## src/pwli_pkg.sv

```systemverilog
`timescale 1ns / 1ps
`default_nettype none

package pwli_pkg;

  // Width of every time and position word (signed Q16.16).
  localparam int DATA_W = 32;
  // Fraction bits of the blend weight (unsigned Q0.16).
  localparam int FRAC_W = 16;
  // Width of the knot count register and its value after reset.
  localparam int KNOT_COUNT_W = 5;
  localparam logic [KNOT_COUNT_W-1:0] KNOT_COUNT_RESET = 5'd2;
  // Default size of the knot table.
  localparam int MAX_KNOTS_DEF = 16;
  // Widths of the result's segment and clamp fields.
  localparam int SEG_W = 4;
  localparam int STATUS_W = 2;

  // Clamp status codes reported with every result.
  localparam logic [STATUS_W-1:0] CLAMP_NONE  = 2'd0;
  localparam logic [STATUS_W-1:0] CLAMP_FIRST = 2'd1;
  localparam logic [STATUS_W-1:0] CLAMP_LAST  = 2'd2;

  // Evaluation sequencer states.
  typedef enum logic [3:0] {
    S_IDLE,
    S_FIRST,
    S_LAST,
    S_SEARCH,
    S_PREAD0,
    S_PREAD1,
    S_PREAD2,
    S_DIVIDE,
    S_MUL,
    S_ADD
  } state_t;

endpackage

`default_nettype wire

```

## src/pwli_divider.sv

```systemverilog
`timescale 1ns / 1ps
`default_nettype none

module pwli_divider (
  input  logic                          clk,
  input  logic                          rst,
  input  logic                          start,
  input  logic [pwli_pkg::DATA_W-1:0]   num,
  input  logic [pwli_pkg::DATA_W-1:0]   den,
  output logic                          done,
  output logic [pwli_pkg::FRAC_W-1:0]   quotient
);

  import pwli_pkg::*;

  localparam int STEP_W = $clog2(FRAC_W);

  logic              running;
  logic [STEP_W-1:0] step;
  logic [DATA_W-1:0] rem;
  logic [DATA_W-1:0] divisor;
  logic [DATA_W:0]   rem_shift;
  logic [DATA_W:0]   rem_diff;
  logic              fits;

  // One restoring step: shift the partial remainder and try the divisor.
  // The numerator is always below the divisor, so the quotient is pure fraction.
  assign rem_shift = {rem, 1'b0};
  assign rem_diff  = rem_shift - {1'b0, divisor};
  assign fits      = (rem_shift >= {1'b0, divisor});

  always_ff @(posedge clk) begin
    if (rst) begin
      running <= 1'b0;
      done    <= 1'b0;
    end else begin
      done <= 1'b0;
      if (start) begin
        running <= 1'b1;
      end else if (running && (step == STEP_W'(FRAC_W - 1))) begin
        running <= 1'b0;
        done    <= 1'b1;
      end
    end
  end

  always_ff @(posedge clk) begin
    if (start) begin
      rem      <= num;
      divisor  <= den;
      step     <= '0;
      quotient <= '0;
    end else if (running) begin
      rem      <= fits ? rem_diff[DATA_W-1:0] : rem_shift[DATA_W-1:0];
      quotient <= {quotient[FRAC_W-2:0], fits};
      step     <= step + 1'b1;
    end
  end

endmodule

`default_nettype wire

```

## src/piecewise_linear_interpolator.sv

```systemverilog
`timescale 1ns / 1ps
`default_nettype none

// Piecewise linear interpolator over a table of MAX_KNOTS knots, each a time
// and an (x, y, z) position in signed Q16.16.
// Requests are taken on the command channel: a request is accepted at a rising
// edge where start is high and busy is low. With mode low the request loads one
// knot into slot knot_index in that same edge and gives no result; busy stays
// low, so loads may follow one another in every cycle. With mode high the
// request evaluates the polyline at query_time and busy stays high until the
// result has been produced.
// The result appears on pos_x, pos_y, pos_z, segment_index and clamp_status for
// exactly one cycle, marked by done; the receiver cannot hold it off, and the
// next request may already be accepted in that same cycle.
// An evaluation first tests the query against the first and the last knot; a
// query clamped to either returns that knot's position. Any other query runs a
// linear segment search over the table, then the 16-step restoring divider for
// the blend weight, then the single shared multiplier, used once per coordinate.
// The knot_count register is written over its own valid/ready channel while
// the block is idle. Reset sets knot_count to 2 and returns the sequencer to
// idle; the knot tables are not cleared and must be loaded before use.

module piecewise_linear_interpolator #(
  parameter int MAX_KNOTS = pwli_pkg::MAX_KNOTS_DEF
) (
  input  logic                                 clk,
  input  logic                                 rst,
  // Command channel.
  input  logic                                 start,
  output logic                                 busy,
  input  logic                                 mode,
  input  logic [3:0]                           knot_index,
  input  logic signed [pwli_pkg::DATA_W-1:0]   knot_time,
  input  logic signed [pwli_pkg::DATA_W-1:0]   knot_x,
  input  logic signed [pwli_pkg::DATA_W-1:0]   knot_y,
  input  logic signed [pwli_pkg::DATA_W-1:0]   knot_z,
  input  logic signed [pwli_pkg::DATA_W-1:0]   query_time,
  // Configuration channel for knot_count.
  input  logic                                 cfg_valid,
  output logic                                 cfg_ready,
  input  logic [pwli_pkg::KNOT_COUNT_W-1:0]    cfg_data,
  // Result strobe and fields.
  output logic                                 done,
  output logic signed [pwli_pkg::DATA_W-1:0]   pos_x,
  output logic signed [pwli_pkg::DATA_W-1:0]   pos_y,
  output logic signed [pwli_pkg::DATA_W-1:0]   pos_z,
  output logic [pwli_pkg::SEG_W-1:0]           segment_index,
  output logic [pwli_pkg::STATUS_W-1:0]        clamp_status
);

  import pwli_pkg::*;

  localparam int IW    = $clog2(MAX_KNOTS);
  localparam int POS_W = 3 * DATA_W;
  localparam int PROD_W = DATA_W + 1 + FRAC_W + 1;

  state_t state, state_next;

  logic [KNOT_COUNT_W-1:0] knot_count;

  // Knot tables: one write port for loads, one registered read port each.
  logic signed [DATA_W-1:0] time_mem [MAX_KNOTS];
  logic [POS_W-1:0]         pos_mem  [MAX_KNOTS];
  logic signed [DATA_W-1:0] time_rdata;
  logic [POS_W-1:0]         pos_rdata;
  logic [IW-1:0]            time_raddr;
  logic [IW-1:0]            pos_raddr;
  logic                     load_en;

  // Evaluation working registers.
  logic signed [DATA_W-1:0] q;
  logic [IW-1:0]            last_idx;
  logic [IW-1:0]            last_idx_next;
  logic [IW-1:0]            idx;
  logic [IW-1:0]            seg;
  logic [STATUS_W-1:0]      clamp;
  logic signed [DATA_W-1:0] t_lo;
  logic signed [DATA_W-1:0] t_hi;
  logic signed [DATA_W-1:0] p0 [3];
  logic signed [DATA_W-1:0] p1 [3];
  logic [1:0]               coord;
  logic [FRAC_W-1:0]        u;
  logic signed [PROD_W-1:0] prod;

  logic                     hit;
  logic                     div_start;
  logic                     div_done;
  logic [FRAC_W-1:0]        div_quo;
  logic [DATA_W-1:0]        div_num;
  logic [DATA_W-1:0]        div_den;
  logic signed [DATA_W:0]   diff;
  logic signed [PROD_W-1:0] sum;
  logic signed [PROD_W-1:0] sum_adj;
  logic signed [DATA_W-1:0] blend;
  logic                     done_next;

  assign cfg_ready = (state == S_IDLE);
  assign busy      = (state != S_IDLE);

  always_ff @(posedge clk) begin
    if (rst) begin
      knot_count <= KNOT_COUNT_RESET;
    end else if (cfg_valid && cfg_ready) begin
      knot_count <= cfg_data;
    end
  end

  // The active count is held to the range 2..MAX_KNOTS; only its last index is kept.
  always_comb begin
    if (knot_count < KNOT_COUNT_W'(2)) begin
      last_idx_next = IW'(1);
    end else if (32'(knot_count) > MAX_KNOTS) begin
      last_idx_next = IW'(MAX_KNOTS - 1);
    end else begin
      last_idx_next = IW'(knot_count - 1'b1);
    end
  end

  // Loads to a slot beyond the table are dropped.
  assign load_en = (state == S_IDLE) && start && !mode && (32'(knot_index) < MAX_KNOTS);

  always_ff @(posedge clk) begin
    if (load_en) begin
      time_mem[IW'(knot_index)] <= knot_time;
      pos_mem[IW'(knot_index)]  <= {knot_z, knot_y, knot_x};
    end
    time_rdata <= time_mem[time_raddr];
    pos_rdata  <= pos_mem[pos_raddr];
  end

  // The search stops at the first knot whose time exceeds the query. The query
  // is already known to lie below the last active time, so the last segment is
  // taken if nothing earlier matched.
  assign hit = (q < time_rdata) || (idx == IW'(last_idx - 1'b1));

  assign div_num = DATA_W'(q - t_lo);
  assign div_den = DATA_W'(t_hi - t_lo);

  pwli_divider u_divider (
    .clk      (clk),
    .rst      (rst),
    .start    (div_start),
    .num      (div_num),
    .den      (div_den),
    .done     (div_done),
    .quotient (div_quo)
  );

  // Blend of one coordinate: (p0 << 16) + u * (p1 - p0), divided by 65536 with
  // truncation toward zero.
  assign diff    = {p1[coord][DATA_W-1], p1[coord]} - {p0[coord][DATA_W-1], p0[coord]};
  assign sum     = {{2{p0[coord][DATA_W-1]}}, p0[coord], {FRAC_W{1'b0}}} + prod;
  assign sum_adj = sum + {{(PROD_W - FRAC_W){1'b0}}, {FRAC_W{sum[PROD_W-1]}}};
  assign blend   = sum_adj[FRAC_W+DATA_W-1:FRAC_W];

  always_ff @(posedge clk) begin
    if (rst) begin
      state <= S_IDLE;
      done  <= 1'b0;
    end else begin
      state <= state_next;
      done  <= done_next;
    end
  end

  always_comb begin
    state_next = state;
    div_start  = 1'b0;
    done_next  = 1'b0;
    time_raddr = '0;
    pos_raddr  = seg;
    unique case (state)
      S_IDLE: begin
        time_raddr = '0;
        if (start && mode) begin
          state_next = S_FIRST;
        end
      end
      S_FIRST: begin
        time_raddr = last_idx;
        state_next = (q <= time_rdata) ? S_PREAD0 : S_LAST;
      end
      S_LAST: begin
        time_raddr = IW'(1);
        state_next = (q >= time_rdata) ? S_PREAD0 : S_SEARCH;
      end
      S_SEARCH: begin
        time_raddr = IW'(idx + 2'd2);
        if (hit) begin
          state_next = S_PREAD0;
        end
      end
      S_PREAD0: begin
        pos_raddr  = seg;
        state_next = S_PREAD1;
      end
      S_PREAD1: begin
        pos_raddr = IW'(seg + 1'b1);
        if (clamp != CLAMP_NONE) begin
          done_next  = 1'b1;
          state_next = S_IDLE;
        end else begin
          state_next = S_PREAD2;
        end
      end
      S_PREAD2: begin
        div_start  = 1'b1;
        state_next = S_DIVIDE;
      end
      S_DIVIDE: begin
        if (div_done) begin
          state_next = S_MUL;
        end
      end
      S_MUL: begin
        state_next = S_ADD;
      end
      S_ADD: begin
        if (coord == 2'd2) begin
          done_next  = 1'b1;
          state_next = S_IDLE;
        end else begin
          state_next = S_MUL;
        end
      end
      default: begin
        state_next = S_IDLE;
      end
    endcase
  end

  always_ff @(posedge clk) begin
    case (state)
      S_IDLE: begin
        if (start && mode) begin
          q        <= query_time;
          last_idx <= last_idx_next;
        end
      end
      S_FIRST: begin
        t_lo <= time_rdata;
        if (q <= time_rdata) begin
          seg   <= '0;
          clamp <= CLAMP_FIRST;
        end
      end
      S_LAST: begin
        idx <= '0;
        if (q >= time_rdata) begin
          seg   <= last_idx;
          clamp <= CLAMP_LAST;
        end else begin
          clamp <= CLAMP_NONE;
        end
      end
      S_SEARCH: begin
        if (hit) begin
          t_hi <= time_rdata;
          seg  <= idx;
        end else begin
          t_lo <= time_rdata;
          idx  <= idx + 1'b1;
        end
      end
      S_PREAD1: begin
        p0[0] <= pos_rdata[DATA_W-1:0];
        p0[1] <= pos_rdata[2*DATA_W-1:DATA_W];
        p0[2] <= pos_rdata[3*DATA_W-1:2*DATA_W];
        if (clamp != CLAMP_NONE) begin
          pos_x         <= pos_rdata[DATA_W-1:0];
          pos_y         <= pos_rdata[2*DATA_W-1:DATA_W];
          pos_z         <= pos_rdata[3*DATA_W-1:2*DATA_W];
          segment_index <= SEG_W'(seg);
          clamp_status  <= clamp;
        end
      end
      S_PREAD2: begin
        p1[0] <= pos_rdata[DATA_W-1:0];
        p1[1] <= pos_rdata[2*DATA_W-1:DATA_W];
        p1[2] <= pos_rdata[3*DATA_W-1:2*DATA_W];
        coord <= '0;
      end
      S_DIVIDE: begin
        u <= div_quo;
      end
      S_MUL: begin
        prod <= diff * $signed({1'b0, u});
      end
      S_ADD: begin
        coord <= coord + 1'b1;
        case (coord)
          2'd0:    pos_x <= blend;
          2'd1:    pos_y <= blend;
          default: begin
            pos_z         <= blend;
            segment_index <= SEG_W'(seg);
            clamp_status  <= CLAMP_NONE;
          end
        endcase
      end
      default: begin
      end
    endcase
  end

endmodule

`default_nettype wire
```

## config.mk

```make
export PLATFORM = sky130hd
export DESIGN_NAME = piecewise_linear_interpolator
export DESIGN_NICKNAME = d
export VERILOG_FILES = /design/src/pwli_pkg.sv /design/src/pwli_divider.sv /design/src/piecewise_linear_interpolator.sv
export SDC_FILE = /design/constraint.sdc
export NUM_CORES = 2
export LEC_CHECK = 0
export BUFFER_PORTS_ARGS = -buffer_cell sky130_fd_sc_hd__buf_2
export CAP_MARGIN = 20
export CORE_MARGIN = 3
export CORE_UTILIZATION = 40
export CTS_CLUSTER_DIAMETER = 80
export DETAILED_ROUTE_END_ITERATION = 16
export GPL_ROUTABILITY_DRIVEN = 0
export PLACE_DENSITY_LB_ADDON = 0.2
export SYNTH_ARGS = -nofsm -noshare
export SYNTH_HDL_FRONTEND = slang
export SYNTH_SLANG_ARGS = --single-unit
export TNS_END_PERCENT = 20
```

## constraint.sdc

```tcl
create_clock -name clk -period 25.2 [get_ports clk]
set_input_delay 2.52 -clock clk [delete_from_list [all_inputs] [get_ports clk]]
set_output_delay 2.52 -clock clk [all_outputs]
set_load 0.05 [all_outputs]
```

* Word-level counts from Yosys, hierarchy flattened
Memory sizes are Yosys's and may differ from the RTL's. A register that Yosys moved wholly into a read port is not among the register bits.
Cells that the tools add are included.
** Word-level totals
- Bits in registers :: 376
- RAM bits :: 2240
- Bits of input ports :: 174
- Word-level logic and storage cells :: 159
- Memories kept :: 4
** Memory list
- pos_mem :: words 16, width 96, read ports 1, clocked after memory_dff 1, write ports 1, line piecewise_linear_interpolator.sv:63 : logic [POS_W-1:0] pos_mem [MAX_KNOTS];
- time_mem :: words 16, width 32, read ports 1, clocked after memory_dff 1, write ports 1, line piecewise_linear_interpolator.sv:62 : logic signed [DATA_W-1:0] time_mem [MAX_KNOTS];
- p0 :: words 3, width 32, read ports 1, clocked after memory_dff 1, write ports 3, line piecewise_linear_interpolator.sv:79 : logic signed [DATA_W-1:0] p0 [3];
- p1 :: words 3, width 32, read ports 1, clocked after memory_dff 1, write ports 3, line piecewise_linear_interpolator.sv:80 : logic signed [DATA_W-1:0] p1 [3];
** Operators by class
- Add/sub/neg operators :: 13
- Multipliers :: 1
- Order comparisons :: 6
- Equality and inequality tests :: 23
- Multiplexer cells :: 55
- Reductions and logical operators :: 32
** Operator list (number)
- two-way mux 32 bit :: 10
- one-hot mux 32 bit (2 select lines) :: 4
- subtractor 32 bit :: 3
- adder 50 bit :: 1
- multiplier 33 x 17 -> 50 bit :: 1
- adder 48 x 16 -> 48 bit :: 1
- two-way mux 4 bit :: 12
- one-hot mux 4 bit (10 select lines) :: 1
- >= comparator 33 x 32 -> 1 bit :: 1
- subtractor 32 x 32 -> 33 bit :: 1
- >= comparator 32 bit :: 1
- less-or-equal comparator 32 bit :: 1
- < comparator 32 bit :: 1
- one-hot mux 4 bit (3 select lines) :: 2
- equality test 4 x 3 -> 1 bit (second input constant) :: 4
- inequality test 2 bit (second input constant) :: 8
- one-hot mux 4 bit (2 select lines) :: 2
- nonzero test 2 bit :: 8
- adder 4 x 1 -> 4 bit (second input constant) :: 3
- equality test 4 bit (second input constant) :: 3
- two-way mux 2 bit :: 6
- one-hot mux 2 bit (2 select lines) :: 3
- AND reduction 3 bit :: 4
- two-way mux 1 bit :: 11
- other kinds (23) :: 38

* Depth between registers and ports, before layout
- Depth in word-level cells :: 5
- Mapped depth :: 42

* Hierarchy
A second synthesis with hierarchy kept.
** Second synthesis, totals
- Cell total of the unflattened synthesis :: 8573
- Area, all modules :: 129890.8 µm²
** By module, submodules not included
- piecewise_linear_interpolator :: instances 1, cells an instance 8028, area an instance 124516.9 µm²
- pwli_divider :: instances 1, cells an instance 545, area an instance 5373.9 µm²

* Least setup slack after synthesis
Ideal clock, no wire load.
- Path type :: input to register
- From :: input mode
- To :: memory pos_mem[0][0] (netlist bit), enable pin
- Library setup time :: 0.774 ns
- Data arrival time :: 11.742 ns
- Setup slack :: 12.684 ns
- Stages on the path :: 3
- Cell sequence :: nand3b_1 or3_1 nor3_1
** On the way
- Cells in the longest elaborated chain, start to end :: 4
** RTL lines
- start, declared :: line piecewise_linear_interpolator.sv:31 : input logic mode,
- logical NOT 1 bit :: line piecewise_linear_interpolator.sv:120 : assign load_en = (state == S_IDLE) && start && !mode && (32'(knot_index) < MAX_KNOTS);
- logical AND 1 bit :: line piecewise_linear_interpolator.sv:120
- two-way mux 1 bit :: line piecewise_linear_interpolator.sv:123 : if (load_en) begin
- two-way mux 1 bit (implied by the code) :: line piecewise_linear_interpolator.sv:125 : pos_mem[IW'(knot_index)] <= {knot_z, knot_y, knot_x};
- end, declared :: line piecewise_linear_interpolator.sv:63
No other way between the ends.

==> run metrics <==
Seq pwr share=43.6%; DRT antenna net count=0; Cell Int Power=8.83 mW; fillcell total=28200; family with the most delay on the worst path=adder cells; Hold Buf Count CTS=0; critical path data arrival time=12.42 ns; worst-skew pair later-pin latency=0.90 ns; Initial DRC Count=5896; CTS tree=yes; WL per Instance=26.0 um; Hold Path Class=reg -> reg; Layout Nets=9838; share of cells above drive strength 1=15.9%; FFs w/ async S/R, synth=0%; RSZ-0062 raised after global routing=no; drt via density=5.42; CP Launch Type=flop; Total GRT Usage=21.0%; global-route wire length before repair=513000 um; clk root buf=clkbuf_16; most common flop cell mapped by yosys=edfxtp_1; DIE AREA=331000 um2; slew of the pin with the lowest slew margin=1.25 ns; worst reg2reg path depth=39; DR DRC count=0; H-tree depth=5; Buf/Inv on CP=6; grt total ovfl=0; Cells after Synth=8474; top achievable clock speed=84.7 MHz; PnR worst setup slack=13.40 ns; max_cap viols=0; slowest stage delay, CP=0.66 ns; Yosys reg bits=2746; Psw=3.54 mW; most frequent cells in the layout=edfxtp_1, nand2_1, inv_1; initial core utilization=40.3%; pwr/cell area=84.7 nW/um2; WS Path Type=reg -> reg; Levels on crit path=39; final clock skew=0.0607 ns; Post-CTS Setup Inserts=0; WL final=348000 um; chip height=575 um; most common cell after layout, fill and taps aside=edfxtp_1; number of distinct library cells after synthesis=107; setup TNS=0 ns; syn nets=9490; cell depth of the worst hold path=0; clock share of power=34.5%; Tmin final=11.80 ns; CP dominant cell by count=fa_1; Final setup viols=0; Resize count post-CTS=0; synthesized area per cell=15.3 um2; dpl cell area=136000 um2; max_slew headroom=16.7%; fin crit share=46.8%; post-route design area=146000 um2; Worst setup EP type=flop; status=completed; placed wire-length estimate=221000 um; clk sinks=2746; switch share=28.6%; Seq/Total Area, Yosys=62.4%; Crit Path Max Fanout=37; final hold violations=0; Layout area overhead=12.7%; Port Buffers=278; leakage=52.7 nW; Comb pwr share=21.9%; initial antenna violation count=90; vias in the first global route=74600; synth warn=0; CP max stage cell=dfxtp_4; Die W=575 um; drt pass-1 iters=5; pre-CTS worst setup slack=13.52 ns; synthesized area=130000 um2; Max clock buf depth=4; total power=12.4 mW; EDFF count, synth=2584; Row Count=208; final slew viol count=0; CTS clk-pin slew, worst paths=0.06 ns; io pins=279; CP required=25.82 ns; TritonCTS buffer count=302; core area=322000 um2; worst min-delay path startpoint=pos_rdata[74]$_DFF_P_; pin count of the biggest net entering global routing=182; Max IR drop VDD=0.0000634 V; final hold slack=0.454 ns; via count=72600
==> cell usage after synthesis (all sizes together) (141+ instances only) <==
cell type / count / area [um2]
clkbuf: 307 / 1180
a211oi: 183 / 1380
and2: 319 / 2000
nand2: 924 / 3470
inv: 767 / 2880
ha: 334 / 4180
dfxtp: 162 / 3240
fa: 508 / 10200
a21oi: 267 / 1340
nor2: 199 / 747
o21ai: 192 / 983
mux4: 480 / 10800
a21o: 141 / 1060
edfxtp: 2584 / 77600
==> registers in the layout, indices dropped and copies added (netlist names), 5 cells and up, named ones only <==
| signal | cells |
|---|---|
| t_hi | 32 |
| pos_x | 32 |
| pos_mem | 1536 |
| p1 | 96 |
| time_mem | 512 |
| pos_y | 32 |
| q | 32 |
| t_lo | 32 |
| knot_count | 5 |
| p0 | 96 |
| u_divider.divisor | 32 |
| time_rdata | 32 |
| u | 16 |
| u_divider.quotient | 16 |
| pos_rdata | 96 |
| prod | 50 |
| pos_z | 32 |
| u_divider.rem | 32 |
==> power groups by stage <==
| stage | logic [mW] | registers (mW) | clock network [mW] |
|---|---|---|---|
| floorplan | 1.87 | 5.41 | 0 |
| global placement | 2.68 | 5.49 | 0 |
| finish | 2.70 | 5.40 | 4.27 |
| global route | 3.00 | 5.40 | 4.55 |
| CTS | 2.73 | 5.40 | 4.36 |
| detailed placement | 2.69 | 5.49 | 0 |
==> cell families after synthesis <==
logic type                 count (synthesis)  synth area share [%]
adders and majority gates                842                  11.1
xor gates and xnor gates                 219                  1.48
AOI/OAI and AO/OA                       1175                  6.12
and+or+nand+nor                         1781                  6.52
DFF                                     2746                  62.4
muxes                                    573                  9.06
buffers and inverters                   1138                  3.36
==> worst paths after layout <==
| check | end | slack (ns) |
|---|---|---|
| min | p1[2][10]$_DFFE_PP_ | 0.45 |
| max reg2reg | prod[48]$_DFFE_PP_ | 13.40 |
| max | prod[48]$_DFFE_PP_ | 13.40 |
| min reg2reg | p1[2][10]$_DFFE_PP_ | 0.45 |
==> metal layers <==
metal | up-vias | wire length [um] | global-route usage, %
li1 | 32000 | - | -
met1 | 38100 | 148000 | 28.5
met2 | 2012 | 173000 | 35.3
met3 | 491 | 18200 | 2.90
met4 | 28 | 9670 | 5.83
met5 | - | 196 | 0
==> layout make-up <==
| class | instances | area (um2) | area share (%) |
|---|---|---|---|
| sequential | 2746 | 80800 | 55.3 |
| inverter | 768 | 2890 | 1.98 |
| timing repair buffer | 414 | 2610 | 1.79 |
| antenna | 27 | 67.6 | 0.0463 |
| tap | 4305 | 5390 | 3.69 |
| clock inverter | 141 | 1350 | 0.926 |
| clock buffer | 406 | 8190 | 5.61 |
| multi-input combinational | 4590 | 44700 | 30.6 |
==> metrics by stage <==
stage | utilization [%] | cells
after global routing | 45.4 | 13400
after detailed placement | 42.4 | 12800
after floorplan | - | 8474
after CTS | 45.4 | 13400
after global placement | 42.4 | 12800
final | 45.4 | 13400
Power figures use the tool's default switching activity.
